===== src/hw/rtl/bia_pkg.sv =====
// Shared types, constants and helpers of the bitmap identifier allocator.
package bia_pkg;

    // Identifier space and bitmap geometry
    localparam int MAX_IDS   = 64;
    localparam int WORD_BITS = 32;
    localparam int ID_WORDS  = (MAX_IDS + WORD_BITS - 1) / WORD_BITS;
    localparam int WORD_AW   = (ID_WORDS > 1) ? $clog2(ID_WORDS) : 1;
    localparam int ID_W      = 8;
    localparam int BIT_W     = 5;

    // Ids held by the last word; the bits above them never take part
    localparam int LAST_BITS = MAX_IDS - (ID_WORDS - 1) * WORD_BITS;
    localparam logic [WORD_BITS-1:0] LAST_VALID =
        WORD_BITS'((64'(1) << LAST_BITS) - 64'(1));
    localparam logic [WORD_AW-1:0] LAST_WORD = WORD_AW'(ID_WORDS - 1);
    localparam logic [ID_W:0] ID_LIMIT = (ID_W + 1)'(MAX_IDS);

    typedef enum logic [1:0] {
        REQ_RESERVE = 2'd0,
        REQ_ALLOC   = 2'd1,
        REQ_RELEASE = 2'd2,
        REQ_QUERY   = 2'd3
    } t_req_type;

    typedef struct packed {
        t_req_type         req_type;
        logic [ID_W-1:0]   asid;
    } t_req;

    typedef struct packed {
        logic              status;
        logic [ID_W-1:0]   asid_out;
        logic              active;
    } t_rsp;

    // Write port of the bitmap store
    typedef struct packed {
        logic                  en;
        logic [WORD_AW-1:0]    addr;
        logic [WORD_BITS-1:0]  data;
    } t_wr_req;

    typedef struct packed {
        logic              found;
        logic [BIT_W-1:0]  idx;
    } t_free_bit;

    // Lowest clear bit of a bitmap word
    function automatic t_free_bit first_zero(input logic [WORD_BITS-1:0] w);
        t_free_bit r;
        r.found = 1'b0;
        r.idx   = '0;
        for (int i = WORD_BITS - 1; i >= 0; i--) begin
            if (!w[i]) begin
                r.found = 1'b1;
                r.idx   = BIT_W'(i);
            end
        end
        return r;
    endfunction

endpackage


===== src/hw/rtl/bia_if.sv =====
// Valid/ready channel interfaces for requests and responses.
interface bia_req_if;
    logic          valid;
    logic          ready;
    bia_pkg::t_req payload;

    modport source (output valid, output payload, input ready);
    modport sink   (input valid, input payload, output ready);
endinterface

interface bia_rsp_if;
    logic          valid;
    logic          ready;
    bia_pkg::t_rsp payload;

    modport source (output valid, output payload, input ready);
    modport sink   (input valid, input payload, output ready);
endinterface


===== src/hw/rtl/bia_word_store.sv =====
// Bitmap word memory with per-word valid bits; an unwritten word reads as all free.
module bia_word_store (
    input  logic                              i_clk,
    input  logic                              i_rst_n,
    input  logic [bia_pkg::WORD_AW-1:0]       i_rd_addr,
    input  bia_pkg::t_wr_req                  i_wr,
    output logic [bia_pkg::WORD_BITS-1:0]     o_rd_data
);

    logic [bia_pkg::WORD_BITS-1:0] r_mem [bia_pkg::ID_WORDS];
    logic [bia_pkg::ID_WORDS-1:0]  r_word_valid;
    logic [bia_pkg::WORD_BITS-1:0] r_rd_data;
    logic                          r_rd_valid;

    // Write the word and take the registered read
    always_ff @(posedge i_clk) begin
        if (i_wr.en) begin
            r_mem[i_wr.addr] <= i_wr.data;
        end
        r_rd_data <= r_mem[i_rd_addr];
    end

    // Track which words hold written data; reset marks every word free
    always_ff @(posedge i_clk) begin
        if (!i_rst_n) begin
            r_word_valid <= '0;
            r_rd_valid   <= 1'b0;
        end else begin
            if (i_wr.en) begin
                r_word_valid[i_wr.addr] <= 1'b1;
            end
            r_rd_valid <= r_word_valid[i_rd_addr];
        end
    end

    assign o_rd_data = r_rd_valid ? r_rd_data : '0;

endmodule


===== src/hw/rtl/bitmap_id_allocator.sv =====
// Top level of the bitmap identifier allocator.
//
// Requests arrive on i_req (req_type, asid) and each gives exactly one
// response on o_rsp (status, asid_out, active), in order. Both channels
// transfer on a rising edge with valid and ready high.
// One request is worked on at a time: the bitmap word is read from the
// store (a registered read), modified and written back.
// Reserve, release and query pass through READ, MOD and DONE before
// the next request is taken; an id out of range goes straight to DONE.
// Allocate reads words in turn from word 0 through READ and MOD until
// a free bit or the last word; one word's read-modify-write sets the rate.
// The response sits in an output register, so the next request is taken
// while a response still waits; a stalled receiver holds the block once
// a second response is ready.
// Reset (synchronous, active low) marks every id free at once through
// per-word valid bits; no clearing pass is needed.
module bitmap_id_allocator (
    input  logic          i_clk,
    input  logic          i_rst_n,
    bia_req_if.sink       i_req,
    bia_rsp_if.source     o_rsp
);

    typedef enum logic [1:0] {
        S_IDLE,
        S_READ,
        S_MOD,
        S_DONE
    } t_state;

    t_state                          r_state;
    bia_pkg::t_req_type              r_kind;
    logic [bia_pkg::WORD_AW-1:0]     r_word;
    logic [bia_pkg::BIT_W-1:0]       r_bit;
    bia_pkg::t_rsp                   r_res;
    logic                            r_out_valid;
    bia_pkg::t_rsp                   r_out;

    logic [bia_pkg::WORD_BITS-1:0]   rd_word;
    logic [bia_pkg::WORD_BITS-1:0]   bit_mask;
    logic [bia_pkg::WORD_BITS-1:0]   scan_word;
    bia_pkg::t_free_bit              free_bit;
    bia_pkg::t_wr_req                wr;
    logic                            in_xfer;
    logic                            out_free;
    logic                            is_last;

    bia_word_store u_store (
        .i_clk     (i_clk),
        .i_rst_n   (i_rst_n),
        .i_rd_addr (r_word),
        .i_wr      (wr),
        .o_rd_data (rd_word)
    );

    assign in_xfer  = i_req.valid && i_req.ready;
    assign out_free = !r_out_valid || o_rsp.ready;
    assign is_last  = (r_word == bia_pkg::LAST_WORD);
    assign bit_mask = bia_pkg::WORD_BITS'(1) << r_bit;

    // Treat ids past the limit in the last word as taken
    assign scan_word = is_last ? (rd_word | ~bia_pkg::LAST_VALID) : rd_word;
    assign free_bit  = bia_pkg::first_zero(scan_word);

    // Write back the modified word for reserve, release and a successful allocate; query writes nothing
    always_comb begin
        wr.en   = 1'b0;
        wr.addr = r_word;
        wr.data = rd_word;
        if (r_state == S_MOD) begin
            unique case (r_kind)
                bia_pkg::REQ_RESERVE: begin
                    wr.en   = 1'b1;
                    wr.data = rd_word | bit_mask;
                end
                bia_pkg::REQ_RELEASE: begin
                    wr.en   = 1'b1;
                    wr.data = rd_word & ~bit_mask;
                end
                bia_pkg::REQ_ALLOC: begin
                    wr.en   = free_bit.found;
                    wr.data = rd_word | (bia_pkg::WORD_BITS'(1) << free_bit.idx);
                end
                default: begin
                    wr.en = 1'b0;
                end
            endcase
        end
    end

    assign i_req.ready   = (r_state == S_IDLE);
    assign o_rsp.valid   = r_out_valid;
    assign o_rsp.payload = r_out;

    // Sequence one request and hold the response register
    always_ff @(posedge i_clk) begin
        if (!i_rst_n) begin
            r_state     <= S_IDLE;
            r_out_valid <= 1'b0;
        end else begin
            // Load a finished response, or drop the one just transferred
            if (r_state == S_DONE && out_free) begin
                r_out_valid <= 1'b1;
            end else if (o_rsp.ready) begin
                r_out_valid <= 1'b0;
            end
            unique case (r_state)
                S_IDLE: begin
                    if (in_xfer) begin
                        r_kind         <= i_req.payload.req_type;
                        r_bit          <= i_req.payload.asid[bia_pkg::BIT_W-1:0];
                        r_res.asid_out <= '0;
                        r_res.active   <= 1'b0;
                        if (i_req.payload.req_type == bia_pkg::REQ_ALLOC) begin
                            r_res.status <= 1'b0;
                            r_word       <= '0;
                            r_state      <= S_READ;
                        end else if ({1'b0, i_req.payload.asid} >= bia_pkg::ID_LIMIT) begin
                            r_res.status <= 1'b1;
                            r_state      <= S_DONE;
                        end else begin
                            r_res.status <= 1'b0;
                            r_word  <= bia_pkg::WORD_AW'(i_req.payload.asid >> bia_pkg::BIT_W);
                            r_state <= S_READ;
                        end
                    end
                end
                S_READ: begin
                    r_state <= S_MOD;
                end
                S_MOD: begin
                    priority if (r_kind == bia_pkg::REQ_QUERY) begin
                        r_res.active <= rd_word[r_bit];
                        r_state      <= S_DONE;
                    end else if (r_kind != bia_pkg::REQ_ALLOC) begin
                        r_state <= S_DONE;
                    end else if (free_bit.found) begin
                        r_res.asid_out <= bia_pkg::ID_W'({r_word, free_bit.idx});
                        r_state        <= S_DONE;
                    end else if (is_last) begin
                        r_res.status <= 1'b1;
                        r_state      <= S_DONE;
                    end else begin
                        r_word  <= r_word + 1'b1;
                        r_state <= S_READ;
                    end
                end
                S_DONE: begin
                    if (out_free) begin
                        r_out   <= r_res;
                        r_state <= S_IDLE;
                    end
                end
                default: begin
                    r_state <= S_IDLE;
                end
            endcase
        end
    end

endmodule


===== src/flat_wrapper.sv =====
// flat-port wrapper written by rule: the top's interface ports become plain ports
module bitmap_id_allocator_flat 
  (i_clk, i_rst_n, i_req_valid, i_req_payload, i_req_ready, o_rsp_valid, o_rsp_payload, o_rsp_ready);
  bia_req_if i_req_i ();
  bia_rsp_if o_rsp_i ();
  input  logic i_clk;
  input  logic i_rst_n;
  input wire logic [$bits(i_req_i.valid)-1:0] i_req_valid;
  input wire logic [$bits(i_req_i.payload)-1:0] i_req_payload;
  output wire logic [$bits(i_req_i.ready)-1:0] i_req_ready;
  output wire logic [$bits(o_rsp_i.valid)-1:0] o_rsp_valid;
  output wire logic [$bits(o_rsp_i.payload)-1:0] o_rsp_payload;
  input wire logic [$bits(o_rsp_i.ready)-1:0] o_rsp_ready;
  assign i_req_i.valid = i_req_valid;
  assign i_req_i.payload = i_req_payload;
  assign i_req_ready = i_req_i.ready;
  assign o_rsp_valid = o_rsp_i.valid;
  assign o_rsp_payload = o_rsp_i.payload;
  assign o_rsp_i.ready = o_rsp_ready;
  bitmap_id_allocator u_core (.i_clk(i_clk), .i_rst_n(i_rst_n), .i_req(i_req_i), .o_rsp(o_rsp_i));
endmodule

===== config.mk =====
export PLATFORM = sky130hd
export DESIGN_NAME = bitmap_id_allocator_flat
export DESIGN_NICKNAME = d
export VERILOG_FILES = /design/src/hw/rtl/bia_pkg.sv /design/src/hw/rtl/bia_if.sv /design/src/hw/rtl/bia_word_store.sv /design/src/hw/rtl/bitmap_id_allocator.sv /design/src/flat_wrapper.sv
export SDC_FILE = /design/constraint.sdc
export NUM_CORES = 1
export LEC_CHECK = 0
export BUFFER_PORTS_ARGS = -buffer_cell sky130_fd_sc_hd__buf_2
export CAP_MARGIN = 20
export CORE_UTILIZATION = 50
export CTS_CLUSTER_SIZE = 12
export DETAILED_ROUTE_END_ITERATION = 10
export PLACE_DENSITY = 0.67
export SYNTH_ARGS = -nofsm -noshare
export SYNTH_HDL_FRONTEND = slang
export SYNTH_SLANG_ARGS = --single-unit

===== constraint.sdc =====
create_clock -name i_clk -period 2.8 [get_ports i_clk]
set_input_delay 0.56 -clock i_clk [delete_from_list [all_inputs] [get_ports i_clk]]
set_output_delay 0.56 -clock i_clk [all_outputs]
set_load 0.01 [all_outputs]

# [Word level (Yosys, flattened, before mapping)]
# Memories as Yosys holds them, arrays and structs flattened. A register that Yosys moved wholly into a read port is not among the register bits.
# Cells that the tools add are included.
[word_totals] mem_bits_ro=0 regBits=34 mem_count=1 out_inout_bits=12 ram_bits=64 latchBits=0 inputBits=14
[mem_list] name="u_core.u_store.r_mem" depth=2 width=32 read_ports=1 rd_clocked_by_memory_dff=1 write_ports=1 line_no="bia_word_store.sv:10" text="logic [bia_pkg::WORD_BITS-1:0] r_mem [bia_pkg::ID_WORDS];"
[op_classes] bitwise=5 addsub=1 n_eq_ne=17 order_cmp=4 n_reduce_logical=17 mul=0 n_shift=2 mux=74 n_div=0
[ops] operator="6-bit 2-to-1 mux" n=32
[ops] operator="32-bit case mux with 3 select lines" n=1
[ops] operator="32-bit 2-to-1 mux" n=2
[ops] operator="32-bit bitwise OR" n=2
[ops] operator="1-bit by 5-bit left shift with 32-bit output, first input constant" n=2
[ops] operator="32-bit bitwise AND" n=1
[ops] operator="32-bit inverter" n=1
[ops] operator="1-bit 2-to-1 mux" n=21
[ops] operator="10-bit case mux with 2 select lines" n=1
[ops] operator="9-bit 2-to-1 mux" n=2
[ops] operator="2-bit 2-to-1 mux" n=8
[ops] operator="7-bit AND reduction" n=2
[ops] operator="10-bit 2-to-1 mux" n=1
[ops] operator="2-bit inequality test, second input constant" n=5
[ops] operator="2-bit equality test, second input constant" n=4
[ops] operator="8-bit by 7-bit greater-or-equal comparator with 1-bit output, second input constant" n=1
[ops] operator="8-bit 2-to-1 mux" n=1
[ops] operator="2-bit by 1-bit inequality test with 1-bit output, second input constant" n=4
[ops] operator="2-bit case mux with 4 select lines" n=1
[ops] operator="2-bit by 1-bit equality test with 1-bit output, second input constant" n=3
[ops] operator="5-bit by 6-bit < comparator with 1-bit output, second input constant" n=1
[ops] operator="3-bit AND reduction" n=2
[ops] operator="6-bit AND reduction" n=1
[ops] operator="1-bit binary-select mux with 5-bit select" n=1
[ops] operator="15 further kinds" n=20

# [Depth between registers and ports, before layout]
[depth] depth_word=37 mapped_depth=9 mapped_depth_nobuf=6

# [Cells and area by module]
# From an unflattened synthesis, not the netlist that was laid out.
[unflattened] cells_unflattened=527 area_unflattened_um2=6236.0
[modules_own_cells] module="bia_word_store" cells_per_inst=176 area_each_um2=3422.0 seq_area_each_um2=2622.5 instances=1
[modules_own_cells] module="bitmap_id_allocator" cells_per_inst=351 area_each_um2=2813.9 seq_area_each_um2=780.7 instances=1

# [Worst setup path before layout]
# No wires, ideal clock.
[synth_timing] path_kind="register -> register" startpoint="reg u_core.u_store.r_rd_valid" endpoint="reg u_core.u_store.r_word_valid[0] (netlist name)" n_path_buf=1 stages_incl_launch_ff=8 synth_period_minus_slack_ns=2.505 required_time_ns=2.683 arrival_ns=2.388 slack_ns=0.295 cell_sequence="dfxtp_1 > buf_2 > nand2_1 > or4_1 > nor4_1 > o21ai_0 > and3_1 > o21a_1"
[synth_via] elab_chain_cells=35
[synth_rtl] element="from (decl)" line_no="bia_word_store.sv:13" text="logic r_rd_valid;"
[synth_rtl] element="from (signal assigned)" line_no="bia_word_store.sv:32" text="r_rd_valid <= r_word_valid[i_rd_addr];"
[synth_rtl] element="32-bit 2-to-1 mux (*)" line_no="bia_word_store.sv:36" text="assign o_rd_data = r_rd_valid ? r_rd_data : '0;"
[synth_rtl] element="6-bit 2-to-1 mux (31 in a row)" line_no="bia_pkg.sv:55" text="if (!w[i]) begin"
[synth_rtl] element="6-bit 2-to-1 mux (*)" line_no="bia_pkg.sv:55"
[synth_rtl] element="1-bit case mux with 2 select lines (*)" line_no="bitmap_id_allocator.sv:71" text="unique case (r_kind)"
[synth_rtl] element="1-bit 2-to-1 mux (*)" line_no="bitmap_id_allocator.sv:70" text="if (r_state == S_MOD) begin"
[synth_rtl] element="to (signal assigned)" line_no="bia_word_store.sv:26" text="r_word_valid <= '0;"
[synth_rtl] element="to (signal, indexed assignment)" line_no="bia_word_store.sv:30" text="r_word_valid[i_wr.addr] <= 1'b1;"
[synth_rtl] element="to (decl)" line_no="bia_word_store.sv:11" text="logic [bia_pkg::ID_WORDS-1:0] r_word_valid;"
# Mark *: on every way between the ends. The rest lies on a longest branch, timed or not.
# A chain may end at the register's enable or synchronous reset.

==> impl_metrics.json <==
{
  "outcome": "completed",
  "setup_viol": 0,
  "reg2reg_setup_slack_ns": 0.11,
  "switching_power_mw": 1.07,
  "final_max_slew_viol_count": 0,
  "peakVddDrop_v": 0.000611,
  "coreArea_mm2": 0.0117,
  "fp.dieW_um": 112,
  "grt_max_degree": 21,
  "yosysWarnings": 0,
  "clock_latency_ns": 0.42,
  "synth_edf_count": 88,
  "slew_headroom_pct": 45.1,
  "grtUsageTotal_pct": 31.4,
  "p_leak_nw": 2.61,
  "multiInputGateArea_mm2": 0.00254,
  "grt_overflow": 0,
  "critPathTopFamily": "simple AND/OR/NAND/NOR gates",
  "avgRoutedWirePerCell_um": 24.5,
  "place.port_buffers": 23,
  "slowest_stage": "or4_1",
  "cts_buffer_depth": 2,
  "cts_hold_buf": 0,
  "comb_power_share_pct": 7.3,
  "min_path_type": "input pin to flip-flop",
  "crit_path_end": "u_core.u_store.r_mem[1][30]$_DFFE_PP_",
  "tightest_slew_ns": 0.821,
  "yosysTopAreaCell": "edfxtp_1",
  "layout-drive-gt1-share_pct": 24.9,
  "drt_wl_total_mm": 19.1,
  "synth_area_leaders": "edfxtp_1, dfxtp_1, mux2_2",
  "synth_most_common_cell": "edfxtp_1",
  "postCtsSetupRepairBufs": 0,
  "max_stage_delay_ns": 0.52,
  "first_global_vias": 4741,
  "grt_pass1_wl_mm": 28.3,
  "die_y_um": 112,
  "initial_core_util_pct": 52.3,
  "drt_first_pass_iters": 5,
  "path_class": "flip-flop to flip-flop",
  "synthArstFlopShare_pct": 0,
  "cp_num_buf_inv": 2,
  "r2r-start": "u_core.u_store.r_rd_valid$_SDFF_PN0_",
  "ctsHtreeMaxLevel": 4,
  "clkPwrFrac_pct": 45.3,
  "required_ns": 3.00,
  "finalPower_mw": 4.49,
  "synth_cells": 559,
  "power.density_mw_per_mm2": 617,
  "area_growth_pct": 19.3,
  "regArea_mm2": 0.00340,
  "via_per_inst": 6.46,
  "ys.flop_type": "edfxtp_1",
  "netSwitchingFraction_pct": 23.9,
  "clk_pin_slew_ns": 0.06,
  "ys_top_cells_by_count": "edfxtp_1, nand2_1, o21ai_0",
  "vias": 5028,
  "worst_ep_arrival_time_ns": 2.89,
  "fmax_ghz": 0.372,
  "fin_skew_ns": 0.0100,
  "synth.top_cell.area_share_pct": 43.3,
  "synth-seq-area-share_pct": 55.8,
  "final_util_pct": 62.4,
  "crit_cells": 7,
  "fin_ws_ns": 0.109,
  "cp-end-kind": "flip-flop",
  "period_needed_ns": 2.69,
  "p_int_mw": 3.41,
  "synth_area_per_cell_um2": 10.9,
  "start_kind": "flip-flop",
  "drv_cap": 0,
  "ant_nets": 0,
  "crit_chain": "buf_4 > nand2_1 > or4_1 > buf_4 > or3_4 > or2_4 > o31ai_1",
  "reg2reg_depth": 7,
  "post-place-ws_ns": -0.0175,
  "startpoint": "u_core.u_store.r_rd_valid$_SDFF_PN0_",
  "place_congestion": 1.01,
  "reg2reg_to": "u_core.u_store.r_mem[1][30]$_DFFE_PP_",
  "synth-seq-cells": 126,
  "min_period_over_period_pct": 96.1,
  "cp_max_fo": 16,
  "antenna_found_initial": 1,
  "diodes": 0,
  "cp_common_cell": "buf_4",
  "numCtsBuffers": 17,
  "rsz0062_at_grt": "false",
  "cts_tree": "yes",
  "die_area_mm2": 0.0126,
  "dp_hpwl_mm": 14.1,
  "nets": 636,
  "fillers": 954,
  "drc": 0,
  "num_rows": 39,
  "num_io_pins": 26,
  "dr.first_iter.drc_count": 636,
  "root_buffer": "clkbuf_16",
  "synth_area_mm2": 0.00610,
  "hold_viol_final": 0,
  "seqPwrFrac_pct": 47.4,
  "synthDistinctLibCells": 57,
  "cts.sinks": 126
}
registers in the layout (all words and copies together) (netlist names):
| register | count |
|---|---|
| u_core.u_store.r_word_valid | 2 |
| u_core.r_res | 8 |
| u_core.r_kind | 2 |
| u_core.o_rsp.valid | 1 |
| u_core.is_last | 1 |
| u_core.u_store.r_rd_data | 32 |
| u_core.u_store.r_rd_valid | 1 |
| u_core.r_bit | 5 |
| u_core.u_store.r_mem | 64 |
| u_core.o_rsp.payload | 8 |
| u_core.r_state | 2 |
per-stage QoR:
step                      area (um2)  hold WS [ns]  setup TNS, ns  instances
after floorplan                 6100         0.400              0        560
after global placement          6700         0.405         -0.503        746
after detailed placement        6700         0.405        -0.0350        746
after CTS                       7250         0.299              0        778
after global routing            7270         0.302              0        778
final                           7270         0.312              0        778
routing by layer:
metal  share of wire, %  GRT usage [%]  up-vias
li1                   -              -     2252
met1                 43           43.9     2396
met2                 43           45.5      329
met3                 11           10.8       51
met4                2.8           11.3        0
met5                  0              0        -
timing repair:
item,CTS,global route
endpoints found under the setup margin,2,6
resized for setup,1,4
endpoints found under the hold margin,0,0
power groups by stage:
stage / clock (mW) / combinational, mW / sequential, mW
CTS: 2.06 / 0.320 / 2.12
finish: 2.03 / 0.327 / 2.13
floorplan: 0 / 0.196 / 2.13
detailed placement: 0 / 0.318 / 2.16
global route: 2.13 / 0.350 / 2.13
global placement: 0 / 0.317 / 2.16
worst min-delay path by stage:
stage,start,end,slack [ns],cells after the start
CTS,i_req_payload[1],u_core.r_bit[1]$_DFFE_PP_,0.30,1
floorplan,u_core.r_res[0]$_SDFFCE_PN0P_,u_core.o_rsp.payload[0]$_DFFE_PP_,0.40,0
finish,i_req_payload[1],u_core.r_bit[1]$_DFFE_PP_,0.31,1
detailed placement,u_core.r_res[1]$_SDFFCE_PN0P_,u_core.o_rsp.payload[1]$_DFFE_PP_,0.40,0
global route,i_req_payload[0],u_core.r_bit[0]$_DFFE_PP_,0.30,1
global placement,u_core.r_res[9]$_SDFFCE_PP1P_,u_core.o_rsp.payload[9]$_DFFE_PP_,0.40,0
logic make-up after synthesis:
group / count (synthesis) / synth area share [%]
and+or+nand+nor: 197 / 16.0
AOI/OAI and AO/OA: 142 / 14.4
DFF: 126 / 55.8
muxes: 48 / 10.6
buffers and inverters: 45 / 3.08
other: 1 / 0.0615
final cells by class:
type | count | area share (%)
flip-flops and latches | 126 | 46.8
multi-input cells | 389 | 34.9
repair buffers | 72 | 7.50
clock buffers | 19 | 5.95
well taps | 143 | 2.46
clock inverters | 13 | 1.60
inverters | 16 | 0.826
worst reg2reg max path: cells and delay by family (launching register included):
kind	cells	cell delay (ns)
and+or+nand+nor	4	1.23
DFF	1	0.44
buffers and inverters	2	0.44
AOI/OAI and AO/OA	1	0.36
cell usage in the layout (no fill, tap or decap), types with 4 or more instances in the layout:
| cell | Yosys | layout |
|---|---|---|
| a21oi_1 | 22 | 22 |
| a31o_2 | 6 | 6 |
| a31oi_1 | 11 | 11 |
| and2_1 | 7 | 7 |
| and4_1 | 4 | 4 |
| buf_12 | 0 | 5 |
| buf_2 | 6 | 23 |
| buf_4 | 3 | 44 |
| clkbuf_16 | 0 | 17 |
| clkinv_2 | 0 | 4 |
| dfxtp_1 | 38 | 38 |
| edfxtp_1 | 88 | 88 |
| inv_1 | 16 | 16 |
| mux2_2 | 32 | 32 |
| mux2i_1 | 6 | 6 |
| mux4_2 | 9 | 9 |
| nand2_1 | 58 | 58 |
| nand2b_1 | 11 | 11 |
| nand3_1 | 33 | 33 |
| nand4_1 | 9 | 9 |
| nor2_1 | 35 | 35 |
| nor2b_1 | 8 | 8 |
| nor3_1 | 12 | 12 |
| o21a_1 | 5 | 5 |
| o21ai_0 | 55 | 55 |
| o22ai_1 | 10 | 10 |
| o31ai_1 | 9 | 8 |
| or3_1 | 4 | 4 |
Note: power is estimated with default switching activity, not from simulation.
